File: src/rtl/hrt_pkg.sv
// Shared types, sizes and codes for the heap range table.
package hrt_pkg;

    // table geometry
    localparam int ENTRIES = 64;
    localparam int IDX_W   = $clog2(ENTRIES);

    // field widths
    localparam int ADDR_W  = 64;
    localparam int SIZE_W  = 48;
    localparam int CNT_W   = 32;
    localparam int TOTAL_W = 64;

    localparam logic [SIZE_W-1:0] THRESH_RESET = SIZE_W'(4096);

    typedef enum logic [1:0] {
        OP_ALLOC   = 2'd0,
        OP_REALLOC = 2'd1,
        OP_FREE    = 2'd2,
        OP_LOOKUP  = 2'd3
    } t_op;

    typedef enum logic [2:0] {
        ST_IDLE,
        ST_SCAN,
        ST_DRAIN,
        ST_CALC,
        ST_DONE
    } t_state;

    // input word
    typedef struct packed {
        t_op               opcode;
        logic [ADDR_W-1:0] addr;
        logic [ADDR_W-1:0] new_addr;
        logic [SIZE_W-1:0] size;
    } t_req;

    // result word
    typedef struct packed {
        logic               found;
        logic [SIZE_W-1:0]  remaining_size;
        logic               table_full;
        logic [SIZE_W-1:0]  largest_object_out;
        logic [CNT_W-1:0]   alloc_count_out;
        logic [CNT_W-1:0]   big_count_out;
        logic [SIZE_W-1:0]  largest_found_out;
        logic [TOTAL_W-1:0] found_total_out;
    } t_rsp;

    // decoded command held for the whole scan
    typedef struct packed {
        logic              drop_en;
        logic              add_en;
        logic              look_en;
        logic [ADDR_W-1:0] addr;
        logic [ADDR_W-1:0] add_key;
        logic [SIZE_W-1:0] size;
    } t_cmd;

    // scan trackers
    typedef struct packed {
        logic              match_hit;
        logic [IDX_W-1:0]  match_idx;
        logic              free_hit;
        logic [IDX_W-1:0]  free_idx;
        logic              best_hit;
        logic [ADDR_W-1:0] best_start;
        logic [ADDR_W-1:0] best_end;
    } t_track;

    // finished operation handed to the statistics unit
    typedef struct packed {
        logic              commit;
        logic              add_ok;
        logic              full;
        logic              found;
        logic [SIZE_W-1:0] rem;
        logic [SIZE_W-1:0] size;
    } t_fin;

endpackage

File: src/rtl/hrt_scan.sv
// Per-entry compare unit: one table entry per cycle, tracks match, free slot and best lookup.
module hrt_scan import hrt_pkg::*; (
    input  logic              i_clk,
    input  logic              i_rst_n,
    input  logic              i_clr,
    input  logic              i_smp,
    input  t_cmd              i_cmd,
    input  logic [IDX_W-1:0]  i_idx,
    input  logic              i_vld,
    input  logic [ADDR_W-1:0] i_start,
    input  logic [ADDR_W-1:0] i_end,
    output logic              o_drop_hit,
    output t_track            o_trk
);

    t_track r_trk;
    t_track n_trk;
    logic   hit_drop;
    logic   is_match;
    logic   is_free;
    logic   is_cand;

    // compares on the entry being read out
    always_comb begin
        hit_drop = i_cmd.drop_en && i_vld && (i_start == i_cmd.addr);
        is_match = i_cmd.add_en && i_vld && (i_start == i_cmd.add_key);
        is_free  = !i_vld || hit_drop;
        is_cand  = i_cmd.look_en && i_vld && (i_start <= i_cmd.addr)
                   && (!r_trk.best_hit || (i_start > r_trk.best_start));
    end

    // tracker update: first match, lowest free, greatest start at or below addr
    always_comb begin
        n_trk = r_trk;
        if (i_clr) begin
            n_trk.match_hit = 1'b0;
            n_trk.free_hit  = 1'b0;
            n_trk.best_hit  = 1'b0;
        end else if (i_smp) begin
            if (is_match && !r_trk.match_hit) begin
                n_trk.match_hit = 1'b1;
                n_trk.match_idx = i_idx;
            end
            if (is_free && !r_trk.free_hit) begin
                n_trk.free_hit = 1'b1;
                n_trk.free_idx = i_idx;
            end
            if (is_cand) begin
                n_trk.best_hit   = 1'b1;
                n_trk.best_start = i_start;
                n_trk.best_end   = i_end;
            end
        end
    end

    always_ff @(posedge i_clk) begin
        if (!i_rst_n) begin
            r_trk <= '0;
        end else begin
            r_trk <= n_trk;
        end
    end

    assign o_drop_hit = i_smp && hit_drop;
    assign o_trk      = r_trk;

endmodule

File: config.mk
export PLATFORM = sky130hd
export DESIGN_NAME = hrt_scan
export DESIGN_NICKNAME = d
export VERILOG_FILES = /design/src/rtl/hrt_pkg.sv /design/src/rtl/hrt_scan.sv
export SDC_FILE = /design/constraint.sdc
export NUM_CORES = 1
export LEC_CHECK = 0
export ABC_CLOCK_PERIOD_IN_PS = 4200
export BUFFER_PORTS_ARGS = -buffer_cell sky130_fd_sc_hd__buf_2
export CAP_MARGIN = 0
export CORE_AREA = 2 2 177 179
export CTS_BUF_LIST = sky130_fd_sc_hd__clkbuf_4 sky130_fd_sc_hd__clkbuf_8
export DETAILED_ROUTE_END_ITERATION = 16
export DIE_AREA = 0 0 179 181
export GPL_ROUTABILITY_DRIVEN = 0
export PLACE_DENSITY = 0.67
export SYNTH_ARGS = -nofsm -noshare
export SYNTH_HDL_FRONTEND = slang
export SYNTH_SLANG_ARGS = --single-unit
File: constraint.sdc
create_clock -name i_clk -period 4.2 [get_ports i_clk]
set_input_delay 0.84 -clock i_clk [delete_from_list [all_inputs] [get_ports i_clk]]
set_output_delay 0.84 -clock i_clk [all_outputs]
set_load 0.03 [all_outputs]
* Word-level counts from Yosys, hierarchy flattened
Cells that the tools add are included.
** Cells by class
- Order comparisons :: 2
- Eq/ne operators :: 2
- Bitwise operators :: 2
- Reduce and logical (&&, ||, !) cells :: 23
** Operators with widths (count)
- $eq 64x64->1 :: 2
- $gt 64x64->1 :: 1
- $le 64x64->1 :: 1
- $logic_and 1x1->1 :: 10
- $reduce_and 3->1 :: 3
- $reduce_and 2->1 :: 3
- $logic_not 1->1 :: 4
- $logic_or 1x1->1 :: 2
- $not 1->1 :: 2
- $reduce_or 2->1 :: 1
** Word-level totals
- Flip-flop bits (word level) :: 143
- Input bits :: 318
- Output and inout port bits :: 144
- Word-level logic and storage cells :: 36

* Depth between registers and ports, before layout
- Depth after elaboration :: 5
- Mapped depth :: 12
- Depth with buffers taken out :: 10

* Worst setup path before layout
OpenSTA, ideal clock, no wires.
- Path type :: input -> output
- Start point :: input port i_cmd[173] (netlist bit)
- End point :: output port o_drop_hit
- Data arrival time :: 2728 ps
- Data required time :: 3360 ps
- Path slack :: 632 ps
- Stages on the path :: 7
- Buffers on the path :: 0
- Path through :: inv_1 -> ha_1 -> nand4_1 -> or4_4 -> nor4_4 -> nand4_1 -> nor2_1
** On the way
- Cells in the longest elaborated chain, start to end :: 3
** Ends and longest elaborated chain
- start, declared :: line hrt_scan.sv:7 : input t_cmd i_cmd,
- $eq 64x64->1 :: line hrt_scan.sv:25 : hit_drop = i_cmd.drop_en && i_vld && (i_start == i_cmd.addr);
- $logic_and 1x1->1 :: line hrt_scan.sv:25
- $logic_and 1x1->1 :: line hrt_scan.sv:64 : assign o_drop_hit = i_smp && hit_drop;
- end, declared :: line hrt_scan.sv:12 : output logic o_drop_hit,
No other way between the ends.

* Worst setup path after layout
- Start point :: input port i_start[56]
- End point :: output port o_drop_hit
** On the way
- Cells in the longest elaborated chain, start to end :: 3
** Ends and longest elaborated chain
- start, declared :: line hrt_scan.sv:10 : input logic [ADDR_W-1:0] i_start,
- $eq 64x64->1 :: line hrt_scan.sv:25
- $logic_and 1x1->1 :: line hrt_scan.sv:25
- $logic_and 1x1->1 :: line hrt_scan.sv:64
No other way between the ends.

==> metrics.yaml <==
clock_network:
  holdBufCountCts: 0
  path_clk_slew_ns: 0.08
  post_cts_resize_count: 0
  cts_setup_buffers: 0
  clk-insertion-delay-late_ns: 0.45
  htreeDepth: 4
  numCtsBuffers: 17
  cts-root-buf: "clkbuf_8"
  cts_tree: "built"
  cts_buffer_depth: 2
  clock-sinks: 143
logic_synthesis:
  synth_top_family_by_area: "simple AND/OR/NAND/NOR gates"
  synth_mux_area_share_pct: 14.6
  avgSynthCellArea_sq_um: 8.30
  yosysSeqAreaShare_pct: 29.9
  synthesis.nets: 1599
  synth-compound-area-share_pct: 6.80
  synthesis.area_sq_um: 9570
  ys_warn_count: 0
  synth_fa_ha_area_share_pct: 16.7
  synth_xor_area_share_pct: 5.86
  yosysUniqueCellTypes: 46
  ys_ff_latch: 143
  synth_cells: 1153
  yosys.area_share.simple_pct: 18.1
placed_design:
  placed_area_sq_um: 12200
  hpwl_mm: 30.0
  post-place-cells: 1946
  io_buffers: 413
worst_setup_path:
  crit_end: "o_drop_hit"
  crit_arrival_ns: 3.05
  reg2reg_slack_ns: 0.89
  critical_path.startpoint: "i_start[56]"
  cp.required_ns: 3.36
  crit_type: "in2out"
  reg2regPathDepth: 12
  worst_path_largest_cell_delay_ns: 0.59
  path_cells: "buf_2 > ha_1 > nand4_1 > or4_4 > nor4_4 > nand4_1 > nor2_1 > buf_2"
  critPathMaxFanout: 4
  critPathLaunchType: "input port"
  cpMaxStageDelayCell: "or4_4"
  regToRegStartpoint: "o_trk[78]"
  end_kind: "output port"
  reg2reg_to: "o_trk[93]"
worst_hold_path:
  min_path_type: "reg2reg"
power:
  netSwitchingPower_w: 0.00108
  clkPwrFrac_pct: 36.2
  powerDensity_nw_per_um2: 263
  comb_power_share_pct: 21.7
  seq_power_share_pct: 42.2
  intPower_w: 0.00222
  leakagePower_nw: 6.07
  swShare_pct: 32.8
  peakVddDrop_uv: 179
global_route:
  track_usage_pct: 21.7
  grt_pass1_vias: 9352
  grt_remaining_overflow: 0
  grt_antenna_before_repair: 8
  grt_start_max_net_pins: 120
  grt_pass1_wl_mm: 52.5
layout:
  fin_nets: 2015
  final_layout_size_suffix_gt1_share_pct: 30.1
  syn_to_final_growth_pct: 31.4
  largest_reg_flops: 143
  final_util_pct: 41.4
  finalInstanceArea_sq_um: 12600
  layout.cells.non_filler: 1980
timing:
  setup-tns-final_ns: 0
  max-slew-margin-rel_pct: 43.9
  finalCritPeriodShare_pct: 92.6
  slew_violations: 0
  clock_skew_ns: 0.0172
  fmax_mhz: 257
  tightestPinTransition_ns: 0.842
  rsz0062_at_grt: "false"
  finalHoldViolCount: 0
  period_needed_ns: 3.89
  setup_violations: 0
floorplan:
  die_area_sq_um: 32400
  die_h_microns: 181
  pin_count: 462
  die_x_microns: 179
  core_area_sq_um: 30300
  num_rows: 64
  start_util_pct: 31.5
flow_run:
  maxCapViolations: 0
drt:
  drt_wl_total_mm: 36.0
  firstDrtPassIters: 6
  ant_nets: 0
  drt-initial-drc-count: 450
  wl_per_cell_microns: 18.2
  vias_per_cell: 4.78
  route.detailed.drc: 0
  vias: 9470
status:
  outcome: "finished clean"
## cell families (layout without fill, tap and decap cells)
group | Yosys count | in the layout
multiplexers | 140 | 140
buffers and inverters | 176 | 605
XOR/XNOR | 64 | 64
AO/OA/AOI/OAI | 101 | 101
other | 0 | 2
adder cells (fa/ha/maj) | 128 | 128
AND/OR/NAND/NOR | 401 | 401
flip-flops | 143 | 143
## per-stage QoR
stage          hold slack (ns)  setup WS (ns)  power [W]
2_1_floorplan            0.577          0.632    0.00180
5_1_grt                  0.475          0.135    0.00349
3_5_place_dp             0.444          0.104    0.00214
4_1_cts                  0.461          0.228    0.00336
6_report                 0.458          0.311    0.00330
3_3_place_gp             0.439          0.143    0.00212
## layout by cell type (no fill, tap or decap), types with 23 or more instances in the layout
cell type  synthesis  layout
buf_4              2      23
dfxtp_1          143     143
nor2_1            28      28
ha_1             128     128
buf_2              0     412
a21oi_1           44      44
inv_1            132     132
mux2i_1          140     140
xor2_1            52      52
nand4_1           30      30
nand2_1          288     288
## metal layers
metal  vias up  track usage [%]  part of all wire, %
met2       361             37.3                   47
met3        50             6.27                  7.9
li1       4710                -                    -
met4        10             7.38                  2.7
met5         -                0                 0.19
met1      4339             25.4                   42
## synthesized netlist by cell type, drive strengths merged
cell | n | share of area, %
nand2 | 288 | 11
dfxtp | 143 | 30
mux2i | 140 | 15
inv | 132 | 5.2
ha | 128 | 17
xor2 | 52 | 4.8
a21oi | 44 | 2.3
clkbuf | 30 | 1.2
nand4 | 30 | 2.0
nor2 | 28 | 1.1
nor4 | 21 | 1.5
o21ai | 15 | 0.78
buf | 14 | 1.6
nand3 | 13 | 0.68
xnor2 | 12 | 1.1
a21o | 8 | 0.63
a211oi | 6 | 0.52
a221oi | 5 | 0.46
and4 | 5 | 0.46
nor2b | 5 | 0.33
a2111o | 3 | 0.35
nand2b | 3 | 0.20
nor3 | 3 | 0.16
a2111oi | 2 | 0.18
a21boi | 2 | 0.16
a221o | 2 | 0.21
a31oi | 2 | 0.13
and2 | 2 | 0.13
o211ai | 2 | 0.16
o21a | 2 | 0.16
a22oi | 1 | 0.078
a311o | 1 | 0.10
a311oi | 1 | 0.092
a41o | 1 | 0.10
nand4b | 1 | 0.092
o2111ai | 1 | 0.092
o211a | 1 | 0.10
o221ai | 1 | 0.092
o311ai | 1 | 0.092
or2 | 1 | 0.065
or4 | 1 | 0.12
## cell type report
cell class / count / area [sq um]
Fill cell: 3083 / 17800
Multi-Input combinational cell: 834 / 5950
Sequential cell: 143 / 2860
Timing Repair Buffer: 441 / 2350
Inverter: 132 / 495
Tap cell: 396 / 495
Clock buffer: 17 / 234
Clock inverter: 15 / 175
Antenna cell: 2 / 5.00
## critical path, delay by kind of cell
family        cells  cell delay (ns)
simple gates      5             1.54
buf+inv           2             0.39
fa+ha+maj         1             0.28
## power by group through the flow
stage / combinational [W] / clock, W / sequential, W
2_1_floorplan: 0.000333 / 0 / 0.00147
3_3_place_gp: 0.000698 / 0 / 0.00142
3_5_place_dp: 0.000719 / 0 / 0.00142
4_1_cts: 0.000723 / 0.00124 / 0.00139
5_1_grt: 0.000796 / 0.00130 / 0.00140
6_report: 0.000716 / 0.00120 / 0.00139
## worst min-delay path by stage
stage	to	slack [ns]	from	depth (start not counted)
3_5_place_dp	o_trk[45]	0.44	o_trk[45]	2
5_1_grt	o_trk[18]	0.47	o_trk[18]	2
2_1_floorplan	o_trk[142]	0.58	o_trk[142]	2
3_3_place_gp	o_trk[12]	0.44	o_trk[12]	2
4_1_cts	o_trk[2]	0.46	o_trk[2]	2
6_report	o_trk[2]	0.46	o_trk[2]	2
No activity file was read; power rests on OpenSTA's default activity.
