### config.mk
export PLATFORM = sky130hd
export DESIGN_NAME = hrt_ram
export DESIGN_NICKNAME = d
export VERILOG_FILES = /design/src/rtl/hrt_ram.sv
export SDC_FILE = /design/constraint.sdc
export NUM_CORES = 1
export LEC_CHECK = 0
export BUFFER_PORTS_ARGS = -buffer_cell sky130_fd_sc_hd__buf_2
export CAP_MARGIN = 20
export CELL_PAD_IN_SITES_DETAIL_PLACEMENT = 1
export CELL_PAD_IN_SITES_GLOBAL_PLACEMENT = 2
export CORE_MARGIN = 1.5
export CORE_UTILIZATION = 30
export CTS_BUF_LIST = sky130_fd_sc_hd__clkbuf_8
export DETAILED_ROUTE_END_ITERATION = 6
export PLACE_DENSITY_LB_ADDON = 0.1
export RECOVER_POWER = 50
export SETUP_SLACK_MARGIN = 0.1
export SLEW_MARGIN = 20
export SYNTH_ARGS = -nofsm -noshare
export SYNTH_HDL_FRONTEND = slang
export SYNTH_SLANG_ARGS = --single-unit
### constraint.sdc
create_clock -name i_clk -period 2.1 [get_ports i_clk]
set_clock_uncertainty 0.1 [all_clocks]
set_input_delay 0.315 -clock i_clk [delete_from_list [all_inputs] [get_ports i_clk]]
set_output_delay 0.315 -clock i_clk [all_outputs]
set_load 0.005 [all_outputs]
### src/rtl/hrt_ram.sv
// Generic single write port RAM with registered read.
module hrt_ram #(
    parameter int WIDTH = 8,
    parameter int DEPTH = 16
) (
    input  logic                     i_clk,
    input  logic                     i_we,
    input  logic [$clog2(DEPTH)-1:0] i_waddr,
    input  logic [WIDTH-1:0]         i_wdata,
    input  logic [$clog2(DEPTH)-1:0] i_raddr,
    output logic [WIDTH-1:0]         o_rdata
);

    logic [WIDTH-1:0] r_mem [DEPTH];
    logic [WIDTH-1:0] r_rdata;

    always_ff @(posedge i_clk) begin
        if (i_we) begin
            r_mem[i_waddr] <= i_wdata;
        end
        r_rdata <= r_mem[i_raddr];
    end

    assign o_rdata = r_rdata;

endmodule

[After elaboration in Yosys (flattened, before gate mapping)]
Memories as Yosys holds them, arrays and structs flattened. A register that Yosys moved wholly into a read port is not among the register bits.
Cells that the tools add are included.
Widths: inputs -> output; s select.
Operators by class
  mux-type cells: 2
Operators by type and width (count)
  $mux 1: 2
Word-level totals
  flip-flop bits (word level): 0
  bits in writable memories: 128
  input bits: 18
  output and inout bits: 8
  word-level logic and storage cells: 3
  memories: 1
Memories
  r_mem: words 16, bits a word 8, read ports 1, clocked after memory_dff 1, write ports 1, RTL line 14  | logic [WIDTH-1:0] r_mem [DEPTH];

[Depth between registers and ports, before layout]
Gate-level depths: netlist of run 1.
  depth in word-level cells: 2
  mapped depth: 5
  mapped depth without buffers: 3

[Worst setup path after synthesis of run 1]
No wires, ideal clock.
  path kind: input-to-reg
  start point: in i_waddr[2]
  end point: mem r_mem[0][0] (enable)
  library setup time: 0.383 ns
  data arrival time: 1.425 ns
  data required time: 1.617 ns
  path slack: 0.192 ns
  cell stages on the path: 2
  buffers on the path: 0
  path through: or3b_2 -> nor3_1
RTL lines
  start: declaration: RTL line 8  | input logic [$clog2(DEPTH)-1:0] i_waddr,
  end: declaration: RTL line 14
No word-level cell before the write port.

==> impl_metrics.yaml, run 1 <==
status:
  outcome: "finished clean"
layout:
  finalInstanceArea_sq_mm: 0.00600
  area_delta_synth_final_pct: 16.6
  drive_gt1_frac: 0.269
  final_common_cell: "edfxtp_1"
  fill_cells: 1673
  final_cell_mix: "128 x edfxtp_1, 21 x clkbuf_8, 19 x buf_4, 18 x mux4_2"
  finalNetCount: 306
  n_antenna_cell: 0
timing:
  timing.fmax_ghz: 0.651
  finalMaxSlewViolations: 0
  period_needed_ns: 1.54
  slew_headroom: 0.533
  max_slew.worst_pin.slew_ns: 0.701
  hold_viol_final: 0
  finalCritPeriodShare: 0.732
  holdWs_ns: 0.303
  rsz0062_at_grt: "no"
  finalSetupViolations: 0
  setup_tns_ns: 0
min_path:
  hp-start: "i_wdata[4]"
  hold_end: "r_mem[0][4]"
  worst_hold_path_type: "in -> reg"
  whs_path_depth: 1
setup_path:
  path_class: "reg -> reg"
  r2r_setup_slack_ns: 0.56
  worstPathMaxFanout: 1
  end_kind: "register"
  critPathArrivalTime_ns: 1.75
  crit_required_ns: 2.32
  r2r_start: "r_mem[4][3]"
  r2r-end: "o_rdata[3]"
  r2r_cells: 3
  worst_setup_path_start_kind: "register"
route:
  avgViaCountPerCell: 4.65
  drtAntennaViolNets: 0
  wl_per_cell_um: 22.0
  drt_wl_total_mm: 11.5
  drt_iter0_drc: 222
  dr.pass1.iters: 4
  drcViolationCount: 0
  num_vias: 2422
place:
  placed_area_sq_mm: 0.00569
  io_buffers: 25
  dp_hpwl_mm: 7.49
  gp_congestion: 0.658
clocking:
  cts_root_buffer: "clkbuf_8"
  clk_path_buf_depth: 2
  cts_hold_buf: 0
  htree_levels: 4
  cts_buffers: 17
  cts_resized: 0
  post_cts_buffers: 0
  clk_latency_ns: 0.44
  cts.sinks: 136
  cts_tree: "built"
  cts.clk_slew.worst_paths_ns: 0.08
global_route:
  gr-usage-met2: 0.208
  grtUsageMet1: 0.192
  grt_pass1_vias: 2563
  grt_max_degree: 33
  grt_use_met3: 0.0351
  grt_usage: 0.139
  grt.overflow.total: 0
  antenna_found_initial: 0
  grt_pass1_wl_mm: 17.0
  top_usage_layer: "met2"
floorplan:
  start_util: 0.308
  die_height_um: 134
  std_cell_rows: 47
  die_area_sq_mm: 0.0180
  die_w_um: 134
  core_sq_mm: 0.0167
  io-pin-count: 26
synthesis:
  synth_top_area_share: 0.747
  ys.warnings.count: 0
  synth-seq-area-share: 0.778
  synth_area_leader_cell: "edfxtp_1"
  netlist_instances: 229
  avgSynthCellArea_sq_um: 22.5
  ys_types: 19
  synth.ff_latch_count: 136
  synthTopCellsByArea: "edfxtp_1 75%, mux4_2 7.9%, mux4_1 7.1%, dfxtp_1 3.1%, a22oi_1 2.3%"
  syn-num-nets: 247
  syn_area_sq_mm: 0.00515
run:
  drv_cap: 0
power_and_ir_drop:
  ir_worst_vdd_mv: 0.380
  p_leak_nw: 2.00
  power_density_mw_per_mm2: 862
==> where the power goes <==
group	leakage, nW	internal, mW	switching (mW)
clock	0.202	0.903	0.925
sequential	1.22	3.03	0.0217
combinational	0.579	0.126	0.166
==> layer usage <==
metal,share of wire,routed length (um)
met5,0,0
met4,0.018,208
met3,0.037,427
met2,0.47,5350
met1,0.48,5470
==> cells by family after synthesis <==
| kind of cell | synth area share |
|---|---|
| flops | 0.778 |
| simple gates | 0.0318 |
| mux | 0.150 |
| compound gates | 0.0233 |
| buf+inv | 0.0168 |
==> Yosys cell counts <==
library cell,count
nand2_1,9
a22oi_1,16
or3b_2,1
dfxtp_1,8
buf_6,3
buf_2,3
and2_1,1
nor3_1,4
nand3_1,1
mux4_2,18
mux4_1,14
and2b_1,1
clkdlybuf4s25_2,3
nor2b_1,1
nor2_1,13
buf_4,1
nand2b_1,2
nand3b_1,2
edfxtp_1,128
==> through the flow <==
step                utilization  power [mW]  cells  setup slack, ns
floorplan                     -        3.26    229            0.192
global placement          0.341        3.41    489            0.197
detailed placement        0.341        3.42    489            0.208
CTS                       0.361        5.25    521            0.594
global route              0.359        5.39    521            0.534
finish                    0.359        5.17    521            0.563
==> final cells by class <==
type,instances,area [sq um],area share
clock buffers,21,289,0.0482
multi-input cells,83,1060,0.176
clock inverters,11,47.5,0.00792
flip-flops and latches,136,4000,0.667
repair buffers,50,328,0.0546
well taps,220,275,0.0459
==> worst max-delay path by stage <==
stage / start / endpoint / cells past startpoint
floorplan: i_waddr[2] / r_mem[0][0] / 2
global placement: i_raddr[0] / o_rdata[3] / 5
detailed placement: i_raddr[0] / o_rdata[3] / 5
CTS: r_mem[4][3] / o_rdata[3] / 3
global route: r_mem[10][5] / o_rdata[5] / 3
finish: r_mem[4][3] / o_rdata[3] / 3
==> critical path, stage by stage (launching register included) <==
cell and delay [ns]:
edfxtp_1 0.37, mux4_1 0.52, a22oi_1 0.33, nand2_1 0.10
==> state kept, by name, summed over array words and instances (netlist names) <==
signal	count
r_mem	128
o_rdata	8
(Power assumes the default switching activity.)
==> run 2, diff against run 1 <==
Clock period 2.1 ns to 1.4 ns, I/O delays scaled along.
==> run 2 against run 1 <==
First-iteration DRC count fell by 18%; combinational power rose by 82%; clock power rose by 80%; sequential power rose by 50%; highest routed layer unchanged.
==> impl_metrics.yaml, run 2 (synthesis gave the netlist of run 1 again) <==
status:
  outcome: "finished clean"
min_path:
  hp-start: "i_wdata[7]"
  worst_hold_path_type: "in -> reg"
floorplan:
  die_height_um: 134
  die_w_um: 134
  die_area_sq_mm: 0.0180
  start_util: 0.308
  std_cell_rows: 47
  core_sq_mm: 0.0167
  io-pin-count: 26
setup_path:
  crit_start: "r_mem[11][2]"
  r2r_start: "r_mem[11][2]"
  r2r-end: "o_rdata[2]"
  worst_setup_path_start_kind: "register"
  crit_end: "o_rdata[2]"
  crit_required_ns: 1.64
  path_class: "reg -> reg"
  critPathArrivalTime_ns: 1.64
  end_kind: "register"
  worstPathMaxFanout: 1
  r2r_cells: 4
  r2r_setup_slack_ns: 0.0004
timing:
  setup_tns_ns: 0
  hold_viol_final: 0
  finalMaxSlewViolations: 0
  slew_headroom: 0.321
  rsz0062_at_grt: "yes"
  finalCritPeriodShare: 1.00
  period_needed_ns: 1.40
  holdWs_ns: 0.199
  finalSetupViolations: 0
  timing.fmax_ghz: 0.714
  max_slew.worst_pin.slew_ns: 1.02
clocking:
  cts_buffers: 17
  htree_levels: 4
  clk_latency_ns: 0.44
  cts.sinks: 136
  cts_hold_buf: 0
  clk_path_buf_depth: 2
  cts_tree: "built"
  cts_root_buffer: "clkbuf_8"
  cts.clk_slew.worst_paths_ns: 0.07
route:
  drt_iter0_drc: 182
  wl_met2_mm: 5.44
  dr.pass1.iters: 4
  dr_wl_met3_um: 514
  wl_per_cell_um: 21.6
  highest-signal-layer: "met4"
  drtAntennaViolNets: 0
  avgViaCountPerCell: 4.56
  drt_wl_total_mm: 11.6
  wl_met1_mm: 5.46
  drcViolationCount: 0
  num_vias: 2464
power_and_ir_drop:
  ir_worst_vdd_mv: 0.576
  net-switching-power_mw: 1.72
  p_int_mw: 6.69
  swShare: 0.204
  p_leak_nw: 2.09
  seqPwrFrac: 0.545
  combPwrFrac: 0.063
  power_density_mw_per_mm2: 1330
  clockPowerShare: 0.392
layout:
  fill_cells: 1658
  drive_gt1_frac: 0.422
  final_cell_mix: "128 x edfxtp_1, 32 x mux4_2, 31 x buf_4, 17 x clkbuf_8, 17 x buf_2"
  n_antenna_cell: 0
  final_common_cell: "edfxtp_1"
  seq_area_sq_mm: 0.00401
  multi_input_comb_area_sq_mm: 0.00110
  largest_reg_flops: 128
  area_delta_synth_final_pct: 23.2
  finalNetCount: 325
  instances_no_fill: 540
  regMostFlops: "r_mem"
  finalInstanceArea_sq_mm: 0.00634
global_route:
  antenna_found_initial: 0
  grt_pass1_vias: 2743
  grt_max_degree: 18
  grt_pass1_wl_mm: 17.3
  grt_usage: 0.141
  grt.overflow.total: 0
run:
  drv_cap: 0
place:
  placed_area_sq_mm: 0.00593
  dp_hpwl_mm: 7.68
  gp_congestion: 0.667
  numPlacedInstances: 508
  io_buffers: 25
[run 2: changes by cell type in the layout (fill, tap and decap cells not counted), moves of 4 or more]
cell | previous run | this run
inv_1 | 8 | 3
clkbuf_8 | 21 | 17
a22oi_2 | 0 | 9
bufinv_16 | 0 | 4
buf_12 | 3 | 10
mux4_1 | 14 | 0
buf_4 | 19 | 31
mux4_2 | 18 | 32
a22oi_1 | 16 | 7
[run 2: how the worst min path moves through the flow]
stage | to | slack, ns | cells past startpoint
floorplan | r_mem[0][0] | 0.21 | 0
global placement | o_rdata[3] | 0.49 | 1
detailed placement | o_rdata[3] | 0.49 | 1
CTS | r_mem[15][7] | 0.03 | 1
global route | r_mem[8][4] | 0.19 | 3
finish | r_mem[15][7] | 0.20 | 1
[run 2: through the flow]
| stage | power [mW] | utilization | worst slack, ns |
|---|---|---|---|
| floorplan | 4.92 | - | -0.0431 |
| global placement | 5.20 | 0.355 | -0.356 |
| detailed placement | 5.21 | 0.355 | -0.359 |
| CTS | 8.52 | 0.381 | -0.0263 |
| global route | 8.71 | 0.380 | -0.0719 |
| finish | 8.41 | 0.380 | 0.000360 |
[run 2: area by class of cell]
type                    instances  share of cell area
multi-input cells              83               0.173
clock buffers                  17              0.0369
well taps                     220              0.0434
clock inverters                15              0.0264
repair buffers                 69              0.0882
flip-flops and latches        136               0.632
[run 2: power groups by stage]
| stage | sequential, mW | combinational (mW) | clock (mW) |
|---|---|---|---|
| floorplan | 4.66 | 0.259 | 0 |
| global placement | 4.67 | 0.529 | 0 |
| detailed placement | 4.67 | 0.535 | 0 |
| CTS | 4.58 | 0.550 | 3.39 |
| global route | 4.59 | 0.579 | 3.54 |
| finish | 4.58 | 0.530 | 3.29 |
[run 2: critical path: stages (launching register included)]
cell and delay, ns:
edfxtp_1 0.37, mux4_2 0.48, a22oi_2 0.17, buf_4 0.14, nand2_1 0.04
[run 2: routing by layer]
layer	vias up	global-route usage
li1	1111	-
met2	54	0.218
met4	0	0.0634
met5	-	0
met1	1280	0.190
met3	19	0.0348
[run 2: what timing repair did]
action,CTS,global route
pin swaps,3,1
setup buffers,0,0
gates resized for setup,10,3
endpoints found under the setup margin,10,8
gates cloned,0,0
==> run 3, diff against run 2 <==
Settings changed: RECOVER_POWER 50 to 25.
Clock period 1.4 ns to 1.35 ns, I/O delays scaled along.
==> run 3 against run 2 <==
Combinational power up 2%; flip-flop and latch count unchanged; wire length down 11%; critical path depth shrank 1; worst setup slack improved by 0.013 ns; power decreased by 6.9%; register-to-register slack about the same; global-route usage decreased by 1.3 points; non-clock buffer count is 14 lower; die area stayed put; highest routed layer unchanged.
==> impl_metrics.yaml, run 3 (synthesis gave the netlist of run 1 again) <==
clocking:
  clk_path_buf_depth: 2
  cts.sinks: 136
  cts_root_buffer: "clkbuf_8"
  cts.clk_slew.worst_paths_ns: 0.07
  htree_levels: 4
  clk_latency_ns: 0.43
  cts_tree: "built"
  cts_buffers: 17
  cts_hold_buf: 0
  post_cts_buffers: 0
power_and_ir_drop:
  seqPwrFrac: 0.606
  p_leak_nw: 2.04
  swShare: 0.214
  power_density_mw_per_mm2: 1250
  p_int_mw: 6.15
  combPwrFrac: 0.069
  ir_worst_vdd_mv: 0.519
  total_power_mw: 7.83
  net-switching-power_mw: 1.68
  clockPowerShare: 0.325
layout:
  final_cell_mix: "128 x edfxtp_1, 32 x mux4_2, 20 x buf_2, 20 x buf_12, 17 x clkbuf_8"
  largest_reg_flops: 128
  fill_cells: 1665
  regMostFlops: "r_mem"
  n_antenna_cell: 0
  finalNetCount: 311
  final_common_cell: "edfxtp_1"
  area_delta_synth_final_pct: 22.0
  finalInstanceArea_sq_mm: 0.00628
  drive_gt1_frac: 0.408
  seq_area_sq_mm: 0.00401
  multi_input_comb_area_sq_mm: 0.00111
floorplan:
  core_sq_mm: 0.0167
  start_util: 0.308
  die_height_um: 134
  die_area_sq_mm: 0.0180
  io-pin-count: 26
  std_cell_rows: 47
  die_w_um: 134
min_path:
  hold_end: "r_mem[0][0]"
  whs_path_depth: 1
  worst_hold_path_type: "in -> reg"
  hp-start: "i_wdata[0]"
route:
  wl_per_cell_um: 19.6
  drcViolationCount: 0
  avgViaCountPerCell: 4.55
  drtAntennaViolNets: 0
  drt_wl_total_mm: 10.3
  dr.pass1.iters: 4
  drt_iter0_drc: 105
  num_vias: 2395
setup_path:
  path_class: "reg -> reg"
  end_kind: "register"
  r2r_cells: 3
  crit_start: "r_mem[13][5]"
  path_buf_inv: 0
  cp_top_family: "multiplexers"
  r2r-end: "o_rdata[5]"
  cpMaxStageDelayCell: "mux4_2"
  crit_required_ns: 1.57
  max_stage_delay_ns: 0.48
  path_cells: "mux4_2 -> a22oi_2 -> nand2_1"
  worstPathMaxFanout: 1
  worst_setup_path_start_kind: "register"
  r2r_start: "r_mem[13][5]"
  critPathArrivalTime_ns: 1.56
  r2r_setup_slack_ns: 0.01
place:
  dp_hpwl_mm: 7.22
  placed_area_sq_mm: 0.00595
  pre_cts_ws_ns: -0.388
  gp_congestion: 0.685
  io_buffers: 25
timing:
  hold_viol_final: 0
  holdWs_ns: 0.0655
  finalSetupViolations: 0
  finalMaxSlewViolations: 0
  finalCritPeriodShare: 0.990
  timing.fmax_ghz: 0.748
  slew_headroom: 0.412
  setup_ws_ns: 0.0131
  max_slew.worst_pin.slew_ns: 0.878
  rsz0062_at_grt: "yes"
  period_needed_ns: 1.34
  setup_tns_ns: 0
global_route:
  grt.overflow.total: 0
  grt_pass1_vias: 2719
  grt_pass1_wl_mm: 16.0
  antenna_found_initial: 0
  grt_max_degree: 18
  grt_usage: 0.129
run:
  drv_cap: 0
status:
  outcome: "finished clean"
==> run 3: cell types whose count changed in the layout (fill, tap and decap cells not counted), sizes merged <==
cell / change
buf: -8
bufinv: -4
clkbuf: -6
clkinv: -1
inv: +5
==> run 3: power groups by stage <==
stage | registers (mW) | logic (mW) | clock network, mW
after floorplan | 4.83 | 0.270 | 0
after global placement | 4.84 | 0.540 | 0
after detailed placement | 4.84 | 0.546 | 0
after CTS | 4.75 | 0.561 | 2.64
after global routing | 4.75 | 0.594 | 2.79
final | 4.75 | 0.540 | 2.54
==> run 3: timing repair <==
| item | in CTS | in global routing |
|---|---|---|
| endpoints found under the setup margin | 8 | 9 |
| pin swaps | 4 | 2 |
| resized for setup | 7 | 4 |
==> run 3: per-layer routing <==
layer / share of wire / vias up / wire [um] / GRT usage
li1: - / 1084 / - / -
met1: 0.42 / 1247 / 4380 / 0.152
met2: 0.52 / 50 / 5350 / 0.217
met3: 0.038 / 14 / 389 / 0.0363
met4: 0.020 / 0 / 202 / 0.0616
met5: 0 / - / 0 / 0
==> run 3: area by class of cell <==
cell class / instances / area share
tap: 220 / 0.0438
sequential: 136 / 0.638
clock buffer: 17 / 0.0373
clock inverter: 15 / 0.00936
multi-input combinational: 83 / 0.177
timing repair buffer: 55 / 0.0946
==> run 3: worst max path at each step <==
| stage | to | slack [ns] | cells after the start |
|---|---|---|---|
| 2_1_floorplan | r_mem[0][0] | -0.06 | 2 |
| 3_5_place_dp | o_rdata[5] | -0.39 | 6 |
| 6_report | o_rdata[5] | 0.01 | 3 |
| 4_1_cts | o_rdata[6] | -0.008 | 3 |
| 3_3_place_gp | o_rdata[5] | -0.39 | 6 |
| 5_1_grt | o_rdata[3] | -0.06 | 3 |
==> run 3: worst reg2reg max path, cell delays in order (launching register included) <==
cell and delay (ns):
edfxtp_1 0.38, mux4_2 0.48, a22oi_2 0.20, nand2_1 0.07
==> run 3: per-stage QoR <==
stage          cells  utilization
3_3_place_gp     494        0.356
3_5_place_dp     494        0.356
4_1_cts          526        0.376
5_1_grt          526        0.376
2_1_floorplan    229            -
6_report         526        0.376
