File: src/rtl/hrt_pkg.sv
// Shared types, sizes and codes for the heap range table.
package hrt_pkg;

    // table geometry
    localparam int ENTRIES = 64;
    localparam int IDX_W   = $clog2(ENTRIES);

    // field widths
    localparam int ADDR_W  = 64;
    localparam int SIZE_W  = 48;
    localparam int CNT_W   = 32;
    localparam int TOTAL_W = 64;

    localparam logic [SIZE_W-1:0] THRESH_RESET = SIZE_W'(4096);

    typedef enum logic [1:0] {
        OP_ALLOC   = 2'd0,
        OP_REALLOC = 2'd1,
        OP_FREE    = 2'd2,
        OP_LOOKUP  = 2'd3
    } t_op;

    typedef enum logic [2:0] {
        ST_IDLE,
        ST_SCAN,
        ST_DRAIN,
        ST_CALC,
        ST_DONE
    } t_state;

    // input word
    typedef struct packed {
        t_op               opcode;
        logic [ADDR_W-1:0] addr;
        logic [ADDR_W-1:0] new_addr;
        logic [SIZE_W-1:0] size;
    } t_req;

    // result word
    typedef struct packed {
        logic               found;
        logic [SIZE_W-1:0]  remaining_size;
        logic               table_full;
        logic [SIZE_W-1:0]  largest_object_out;
        logic [CNT_W-1:0]   alloc_count_out;
        logic [CNT_W-1:0]   big_count_out;
        logic [SIZE_W-1:0]  largest_found_out;
        logic [TOTAL_W-1:0] found_total_out;
    } t_rsp;

    // decoded command held for the whole scan
    typedef struct packed {
        logic              drop_en;
        logic              add_en;
        logic              look_en;
        logic [ADDR_W-1:0] addr;
        logic [ADDR_W-1:0] add_key;
        logic [SIZE_W-1:0] size;
    } t_cmd;

    // scan trackers
    typedef struct packed {
        logic              match_hit;
        logic [IDX_W-1:0]  match_idx;
        logic              free_hit;
        logic [IDX_W-1:0]  free_idx;
        logic              best_hit;
        logic [ADDR_W-1:0] best_start;
        logic [ADDR_W-1:0] best_end;
    } t_track;

    // finished operation handed to the statistics unit
    typedef struct packed {
        logic              commit;
        logic              add_ok;
        logic              full;
        logic              found;
        logic [SIZE_W-1:0] rem;
        logic [SIZE_W-1:0] size;
    } t_fin;

endpackage

File: src/rtl/hrt_stats.sv
// Running statistics and the registered result word.
module hrt_stats import hrt_pkg::*; (
    input  logic              i_clk,
    input  logic              i_rst_n,
    input  logic [SIZE_W-1:0] i_thresh,
    input  t_fin              i_fin,
    output logic              o_strobe,
    output t_rsp              o_rsp
);

    logic [SIZE_W-1:0]  r_largest_obj, n_largest_obj;
    logic [CNT_W-1:0]   r_alloc_cnt,   n_alloc_cnt;
    logic [CNT_W-1:0]   r_big_cnt,     n_big_cnt;
    logic [SIZE_W-1:0]  r_largest_fnd, n_largest_fnd;
    logic [TOTAL_W-1:0] r_found_tot,   n_found_tot;
    logic [TOTAL_W:0]   tot_sum;
    logic               r_strobe;
    t_rsp               r_rsp, n_rsp;

    // next statistics
    always_comb begin
        n_largest_obj = r_largest_obj;
        n_alloc_cnt   = r_alloc_cnt;
        n_big_cnt     = r_big_cnt;
        n_largest_fnd = r_largest_fnd;
        n_found_tot   = r_found_tot;
        tot_sum       = {1'b0, r_found_tot} + (TOTAL_W+1)'(i_fin.rem);
        if (i_fin.add_ok) begin
            if (i_fin.size > r_largest_obj) begin
                n_largest_obj = i_fin.size;
            end
            if (r_alloc_cnt != '1) begin
                n_alloc_cnt = r_alloc_cnt + CNT_W'(1);
            end
            if ((i_fin.size >= i_thresh) && (r_big_cnt != '1)) begin
                n_big_cnt = r_big_cnt + CNT_W'(1);
            end
        end
        if (i_fin.found) begin
            if (i_fin.rem > r_largest_fnd) begin
                n_largest_fnd = i_fin.rem;
            end
            n_found_tot = tot_sum[TOTAL_W] ? '1 : tot_sum[TOTAL_W-1:0];
        end
        n_rsp.found              = i_fin.found;
        n_rsp.remaining_size     = i_fin.rem;
        n_rsp.table_full         = i_fin.full;
        n_rsp.largest_object_out = n_largest_obj;
        n_rsp.alloc_count_out    = n_alloc_cnt;
        n_rsp.big_count_out      = n_big_cnt;
        n_rsp.largest_found_out  = n_largest_fnd;
        n_rsp.found_total_out    = n_found_tot;
    end

    always_ff @(posedge i_clk) begin
        if (!i_rst_n) begin
            r_largest_obj <= '0;
            r_alloc_cnt   <= '0;
            r_big_cnt     <= '0;
            r_largest_fnd <= '0;
            r_found_tot   <= '0;
            r_strobe      <= 1'b0;
        end else begin
            r_strobe <= i_fin.commit;
            if (i_fin.commit) begin
                r_largest_obj <= n_largest_obj;
                r_alloc_cnt   <= n_alloc_cnt;
                r_big_cnt     <= n_big_cnt;
                r_largest_fnd <= n_largest_fnd;
                r_found_tot   <= n_found_tot;
            end
        end
    end

    // result payload
    always_ff @(posedge i_clk) begin
        if (i_fin.commit) begin
            r_rsp <= n_rsp;
        end
    end

    assign o_strobe = r_strobe;
    assign o_rsp    = r_rsp;

endmodule

File: config.mk
export PLATFORM = sky130hd
export DESIGN_NAME = hrt_stats
export DESIGN_NICKNAME = d
export VERILOG_FILES = /design/src/rtl/hrt_pkg.sv /design/src/rtl/hrt_stats.sv
export SDC_FILE = /design/constraint.sdc
export NUM_CORES = 1
export LEC_CHECK = 0
export BUFFER_PORTS_ARGS = -buffer_cell sky130_fd_sc_hd__buf_2
export CELL_PAD_IN_SITES_DETAIL_PLACEMENT = 0
export CELL_PAD_IN_SITES_GLOBAL_PLACEMENT = 1
export CORE_UTILIZATION = 48
export DETAILED_ROUTE_END_ITERATION = 12
export GPL_TIMING_DRIVEN = 0
export PLACE_DENSITY = 0.91
export SLEW_MARGIN = 20
export SYNTH_ARGS = -nofsm -noshare
export SYNTH_HDL_FRONTEND = slang
export SYNTH_SLANG_ARGS = --single-unit
export TNS_END_PERCENT = 100
File: constraint.sdc
create_clock -name i_clk -period 8.6 [get_ports i_clk]
set_input_delay 1.72 -clock i_clk [delete_from_list [all_inputs] [get_ports i_clk]]
set_output_delay 1.72 -clock i_clk [all_outputs]
set_load 0.02 [all_outputs]
# Yosys cells after proc, flatten, opt, wreduce, memory -nomap -nowiden
# Cells that the tools add are included.
[totals] regBits=499 input_bits=150 output_inout_bits=275 word_cells=33
[classes] addsub=3 magnitude_cmp=3 n_eq_ne=2 muxes=10 reduce_logical=1
[op_table] cell="48-bit two-way mux" count=4
[op_table] cell="32-bit two-way mux" count=4
[op_table] cell="64-bit two-way mux" count=2
[op_table] cell="48-bit greater-than comparator" count=2
[op_table] cell="64-bit by 48-bit adder with 65-bit output" count=1
[op_table] cell="32-bit by 1-bit adder with 32-bit output, second input constant" count=2
[op_table] cell="32-bit != test, second input constant" count=2
[op_table] cell="48-bit >= comparator" count=1
[op_table] cell="1-bit logical AND" count=1

# Logic depth before layout (Yosys ltp)
# Gate-level depths: netlist of the first run.
[logic_depth] word_depth=4 depth_mapped=14 ltp_nobuf=11

# Worst setup path before layout of the first run
# No wires, ideal clock.
[synth_path] path_kind="input-to-reg" start="input port i_fin[48] (netlist bit)" end="register r_rsp (netlist bit o_rsp[16]), data pin" setup_ns=0.261 t_arrival_ns=4.236 t_required_ns=8.339 setup_slack_ns=4.104 cell_stages=12 n_path_buf=2 cell_sequence="ha_1 > fa_1 > a21o_1 > a221oi_2 > o221ai_1 > o2111ai_2 > a2111oi_4 > o21ai_2 > and2_1 > buf_2 > buf_2 > a21oi_1"
[synth_via] elab_chain_len=3
[synth_lines] item="start: declaration" line="hrt_stats.sv:6" source="input t_fin i_fin,"
[synth_lines] item="64-bit by 48-bit adder with 65-bit output" line="hrt_stats.sv:27" source="tot_sum = {1'b0, r_found_tot} + (TOTAL_W+1)'(i_fin.rem);"
[synth_lines] item="64-bit two-way mux" line="hrt_stats.sv:43" source="n_found_tot = tot_sum[TOTAL_W] ? '1 : tot_sum[TOTAL_W-1:0];"
[synth_lines] item="64-bit two-way mux" line="hrt_stats.sv:39" source="if (i_fin.found) begin"
[synth_lines] item="named net n_found_tot[16]" line="hrt_stats.sv:15" source="logic [TOTAL_W-1:0] r_found_tot, n_found_tot;"
[synth_lines] item="end signal: assignment" line="hrt_stats.sv:78" source="r_rsp <= n_rsp;"
[synth_lines] item="end: declaration" line="hrt_stats.sv:18" source="t_rsp r_rsp, n_rsp;"
# The timed path passes the listed nets, and every way through them passes these cells.
# A chain may end at the register's enable or synchronous reset.

# Worst setup path after layout of the first run
[layout_path] start="input port i_fin[85] (netlist bit)" end="register r_rsp (netlist bit o_rsp[71]), data pin"
[layout_via] elab_chain_len=3
[layout_lines] item="48-bit greater-than comparator" line="hrt_stats.sv:40" source="if (i_fin.rem > r_largest_fnd) begin"
[layout_lines] item="48-bit two-way mux" line="hrt_stats.sv:40"
[layout_lines] item="48-bit two-way mux" line="hrt_stats.sv:39"
[layout_lines] item="named net n_largest_fnd[7]" line="hrt_stats.sv:14" source="logic [SIZE_W-1:0] r_largest_fnd, n_largest_fnd;"
# The timed path passes the listed nets, and every way through them passes these cells.

==> metrics.txt, run 1 <==
status completed; postcts setup bufs 0; RR Endpoint o_rsp[71]; worst slew pin tran 977 ps; share of cells above drive strength 1 0.217; Fin Setup TNS 0 ps; Final nets approximately 3500; worst-case reg-to-reg path depth 12; Clock Pin Slew Worst Setup and Hold Paths approximately 60 ps; commonest cells after routing, fill and taps aside buf_2, nand2_1, edfxtp_1; Die X 240 um; synthesized area per cell 9.99 sq um; CTS tree built; endpoint class of the critical path register; H-tree levels 2; end of the worst hold path r_largest_fnd[10]; Post-DRT Antenna Nets 0; routed wire length per instance around 20 um; Max Clock Skew 19.4 ps; Post-Syn Instances between 2000 and 3000; R2R setup slack approximately 4400 ps; pin count of the biggest net entering global routing 106; hold path start r_largest_fnd[10]; Row Count 86; WS Path Type input pin to register; VDD IR max 0.159 mV; DR vias/cell 5.62; Post-Syn Area 27200 sq um; Yosys reg bits approximately 500; Worst slew margin 0.349; core area around 56000 sq um; 1st-pass router iterations 5; HPWL after DPL around 60 mm; vias in the first global route ~22000; commonest non-fill, non-tap cell in the layout buf_2; Comb pwr share 0.171; Hold Path Depth 2; initial antenna violation count 4; fin util 0.581; Reg power frac 0.428; initial core utilization 0.489; first-pass GRT wire length roughly 120 mm; detailed-route DRC error count 0; Layout Cells excl Fill ~4000; Hold Slack between 400 and 500 ps; CP Launch Type input pin; GPL Wtd Cong slightly above 0.9; LEAKAGE about 0.014 uW; Main synth FF type edfxtp_1; post-synthesis cell type count 75; RSZ-0062 raised after global routing false; endpoints failing hold 0; Clk Latency, worst-skew pair about 600 ps; worst flop-to-flop path startpoint r_largest_fnd[37]; critical path peak fanout 10; clock sinks 499; Final setup violation count 0; post-cts hold buffer count 0; Int Pwr 4620 uW; die area between 50000 and 60000 sq um; via count 22427; GRT Util Overall 0.276; Ys Warns 0; Post-synth EDFFs around 270; Iter 0 DRT Violations about 1600; Layout area overhead 18.7%; clock share of power 0.401; Max-Cap Viols 0; min Tclk post-route roughly 5000 ps; P_sw between 1500 and 2000 uW; Slew Limit Fails 0; Root Driver clkbuf_16; I/O Buffers between 400 and 500; pwr/cell area just under 200 nW/um^2; Routed WL just over 80 mm; placed insts roughly 3900; min-delay worst type register to register; syn_nets between 3000 and 4000; I/O pin total about 430; required time worst endpoint about 9000 ps; post-cts resize count 0; total grt overflow 0; asr flop ratio synth 0; period utilization 0.585; post-synthesis sequential area ratio 0.469; Max Fclk ~0.20 GHz; Num CTS Buffers 54; Clock Path Buffers 3; worst path arrival time 5390 ps; Die H 240 um; Sw Ratio 0.277
-- worst max path at each step --
stage                     startpoint  cells past startpoint             to  slack, ps
final                      i_fin[85]                     12      o_rsp[71]       3570
after global routing       i_fin[85]                     12      o_rsp[65]       3410
after CTS                  i_fin[48]                     13      o_rsp[37]       3590
after detailed placement   i_fin[48]                     13      o_rsp[37]       2950
after global placement     i_fin[99]                      8  r_big_cnt[14]      -1130
after floorplan            i_fin[48]                     12      o_rsp[16]       4100
-- metal layers --
| layer | GRT usage | up-vias | wire, um |
|---|---|---|---|
| met4 | 0.111 | 2 | 2970 |
| met5 | 0 | - | 15 |
| met1 | 0.347 | 10819 | 34200 |
| li1 | - | 10710 | - |
| met3 | 0.0394 | 170 | 4330 |
| met2 | 0.477 | 726 | 39500 |
-- registers in the layout, summed over array words and instances, names as in the netlist --
signal and cells:
o_rsp 274, r_alloc_cnt 32, o_strobe 1, r_largest_obj 48, r_big_cnt 32, r_found_tot 64, r_largest_fnd 48
-- cell usage after synthesis, drive strengths merged (15+ instances only) --
cell	instances	area (sq um)
or3	22	138
buf	54	277
o21ai	99	499
nand2	329	1230
nor4	24	156
o31ai	16	125
a21oi	189	946
edfxtp	274	8230
nor2	199	747
a31oi	19	119
xnor2	55	482
o221a	15	169
clkbuf	84	319
mux2i	109	1090
inv	171	642
a211oi	24	210
nand4	70	438
ha	194	2430
xor2	87	762
dfxtp	225	4500
and2	19	119
and3	25	156
nand3	54	270
nor3	34	170
a21o	78	586
nand2b	22	138
mux2	97	1090
-- power by group through the flow --
stage / clock (uW) / sequential (uW) / combinational (uW)
after floorplan: 0 / 2910 / 551
after global placement: 0 / 2790 / 1060
after detailed placement: 0 / 2790 / 1080
after CTS: 2610 / 2740 / 1090
after global routing: 2690 / 2750 / 1190
final: 2570 / 2740 / 1090
-- through the flow --
step	setup slack, ps	area (sq um)	power [uW]
2_1_floorplan	4100	27200	3460
3_3_place_gp	-1130	30200	3850
3_5_place_dp	2950	30300	3870
4_1_cts	3590	32200	6440
5_1_grt	3410	32200	6630
6_report	3570	32200	6400
-- area by class of cell --
type | count | area (sq um)
antenna | 2 | 5.00
buffer | 138 | 596
clock buffer | 61 | 1440
clock inverter | 40 | 529
fill | 4857 | 23300
inverter | 172 | 646
multi-input combinational | 1908 | 13200
sequential | 499 | 12700
tap | 748 | 936
timing repair buffer | 424 | 2180
-- critical path, stage by stage --
cell	delay, ps
buf_2	150
ha_1	330
a21o_1	170
a21o_1	170
a21oi_1	260
o21ai_0	150
a2111oi_0	540
nor2_1	230
o31ai_2	550
buf_2	430
buf_2	330
mux2_2	380
-- logic make-up after synthesis --
kind of cell               count (synthesis)  synth area share
and+or+nand+nor                          847             0.145
AOI/OAI and AO/OA                        518             0.124
DFF                                      499             0.469
buffers and inverters                    310            0.0457
muxes                                    206            0.0804
adders and majority gates                195            0.0901
xor gates and xnor gates                 142            0.0458
Power figures use the tool's default switching activity.
==> run 2: changes to the inputs <==
ABC_AREA = 1   (was default)
CORE_UTILIZATION = 42   (was 48)
PLACE_DENSITY = 0.85   (was 0.91)
clock period = 4.9 ns   (was 8.6 ns; I/O delays follow)
==> run 2 against run 1 <==
  * Cell area rose by 11%
  * Register-to-register slack got worse by 2900 ps
  * Combinational power up 130%
  * Critical endpoint is now r_largest_obj[44]
  * Largest cell class unchanged
  * Highest routed layer is now met4
==> metrics.txt, run 2 <==
status completed; Clock Path Buffers 3 (unchanged); CTS tree built; Hold Slack 533 ps (+61.3 ps); Post-DRT Antenna Nets 0 (unchanged); initial antenna violation count 4 (unchanged); Max Fclk between 0.2 and 0.3 GHz; asr flop ratio synth 0 (unchanged); syn_nets 4478 (+46%); I/O pin total 425 (unchanged); pwr/cell area 340 nW/um^2 (+71%); RSZ-0062 raised after global routing false; critical path peak fanout 80 (+70); Row Count 97 (+13%); CP max-delay cell clkbuf_1; post-cts resize count 0 (unchanged); endpoint class of the critical path register; synthesized area per cell 7.31 sq um (-27%); Final setup violation count 0 (unchanged); postcts setup bufs 0 (unchanged); H-tree levels 2 (unchanged); LEAKAGE 0.0184 uW (+35%); VDD IR max 0.274 mV (+72%); Synth area leaders edfxtp_1, dfxtp_1, nand2_1, inv_1, ha_1; most frequent cell after synthesis nand2_1; GRT Util Overall 0.259 (-0.0167); Die X 270 um (+13%); Slew Limit Fails 0 (unchanged); detailed-route DRC error count 0 (unchanged); total grt overflow 0 (unchanged); GPL Wtd Cong 1.04 (+13%); Yosys top cell by area edfxtp_1; HPWL after DPL 74.9 mm (+23%); 1st-pass router iterations 5 (unchanged); endpoints failing hold 0 (unchanged); most instantiated cells after synthesis nand2_1, inv_1, nand3_1; core area 70600 sq um (+27%); Post-synth EDFFs 274 (unchanged); post-synthesis sequential area ratio 0.422 (-0.0473); vias in the first global route 26149 (+19%); via count 27984 (+25%); Die H 270 um (+13%); Post-Syn Instances 4133 (+52%); Final WS setup 919 ps (-2650 ps); die area 73000 sq um (+27%); crit-path max cell delay 830 ps (+280 ps); CP Buf/Inv Count 7 (+4); Fillers 7177 (+48%); post-synthesis cell type count 45 (-40%); clock sinks 499 (unchanged); I/O Buffers 423 (+0.24%); min Tclk post-route 3980 ps; Clk Latency, worst-skew pair 620 ps (about the same); Clock Pin Slew Worst Setup and Hold Paths 60 ps (about the same); post-cts hold buffer count 0 (unchanged); Iter 0 DRT Violations 1807 (+14%); Yosys reg bits 499 (unchanged); Ys Warns 0 (unchanged); Max-Cap Viols 0 (unchanged); period utilization 0.812; WS Path Type input pin to register; Post-DP Area 33600 sq um (+11%); worst path cell trace buf_8, buf_16, buf_16, clkbuf_1, clkbuf_1, clkbuf_1, nand3_1, nand2_1, inv_1; DR vias/cell 4.99 (-11%); CP Launch Type input pin; Crit path max-delay family buffers and inverters; routed wire length per instance 17.2 um (-15%); initial core utilization 0.428 (-0.0615); Root Driver clkbuf_16; required time worst endpoint 5420 ps (-3540 ps); Routed WL 96.4 mm (+19%); pin count of the biggest net entering global routing 99 (-6.6%); commonest non-fill, non-tap cell in the layout nand2_1; Final nets 4963 (+40%); Post-Syn Area 30200 sq um (+11%); top-area cell type share of the netlist area 0.272 (-0.0306); share of cells above drive strength 1 0.135 (-0.0819); Max Clock Skew 28.7 ps (+9.34 ps); Layout area overhead 18.1%; commonest cells after routing, fill and taps aside nand2_1, inv_1, buf_2; worst path arrival time 4500 ps (-890 ps); most frequent CP cell clkbuf_1; fin area 35700 sq um (+11%); Setup WS pre-CTS 195 ps (-2760 ps); first-pass GRT wire length 149 mm (+21%); min-delay worst type input pin to register; max reg flops 274 (unchanged); Worst slew margin 0.318 (-0.0311); Num CTS Buffers 57 (+5.6%); worst slew pin tran 1020 ps (+46.6 ps); Main synth FF type edfxtp_1
run 2: cell count changes in the layout (fill, tap and decap cells not counted), moves of 82 or more:
cell,previous run,this run
nand3_1,54,359
o21ai_0,98,180
nand2_1,329,1152
mux2i_1,109,0
inv_1,171,732
mux2_2,97,0
a21oi_1,189,322
run 2: cell type report:
class / count / area [sq um] / area share
Sequential cell: 499 / 12700 / 0.357
Tap cell: 940 / 1180 / 0.0330
Antenna cell: 2 / 5.00 / 0.000140
Clock inverter: 38 / 435 / 0.0122
Inverter: 740 / 2780 / 0.0779
Buffer: 142 / 608 / 0.0171
Timing Repair Buffer: 426 / 2210 / 0.0620
Multi-Input combinational cell: 2752 / 14100 / 0.395
Clock buffer: 70 / 1620 / 0.0455
run 2: per-layer routing:
layer	track usage	routed length [um]	vias up
met5	0	0	-
met4	0.0846	3030	0
met3	0.0321	5140	151
met2	0.441	45600	781
met1	0.340	42700	12771
li1	-	-	14281
run 2: report_power, final:
| group | switching (uW) | leakage, uW | internal, uW |
|---|---|---|---|
| combinational | 1730 | 0.0127 | 791 |
| sequential | 160 | 0.00462 | 4810 |
| clock | 1850 | 0.00101 | 2780 |
| total | 3740 | 0.0184 | 8390 |
run 2: worst paths after layout:
check | slack [ps] | cells after the start | end | startpoint
worst max-delay path | 920 | 9 | r_largest_obj[44] | i_fin[99]
worst min-delay path | 530 | 1 | o_rsp[224] | i_fin[97]
worst max register to register | 1530 | 16 | o_rsp[15] | r_found_tot[0]
worst min register to register | 540 | 2 | o_rsp[86] | r_largest_fnd[22]
run 2: cell families after synthesis:
| logic type | Yosys count | synth area share |
|---|---|---|
| AND/OR/NAND/NOR | 1934 | 0.272 |
| AO/OA/AOI/OAI | 558 | 0.0950 |
| adder cells (fa/ha/maj) | 195 | 0.0810 |
| flip-flops | 499 | 0.422 |
| XOR/XNOR | 65 | 0.0189 |
| buffers and inverters | 882 | 0.112 |
run 2: metrics by stage:
step / instances / setup TNS (ps) / util / power, uW
global placement: 5496 / -1123080 / 0.474 / 7560
CTS: 5607 / 0 / 0.505 / 12200
floorplan: 4133 / 0 / - / 6650
global route: 5609 / 0 / 0.505 / 12700
detailed placement: 5499 / 0 / 0.476 / 7570
finish: 5609 / 0 / 0.505 / 12100
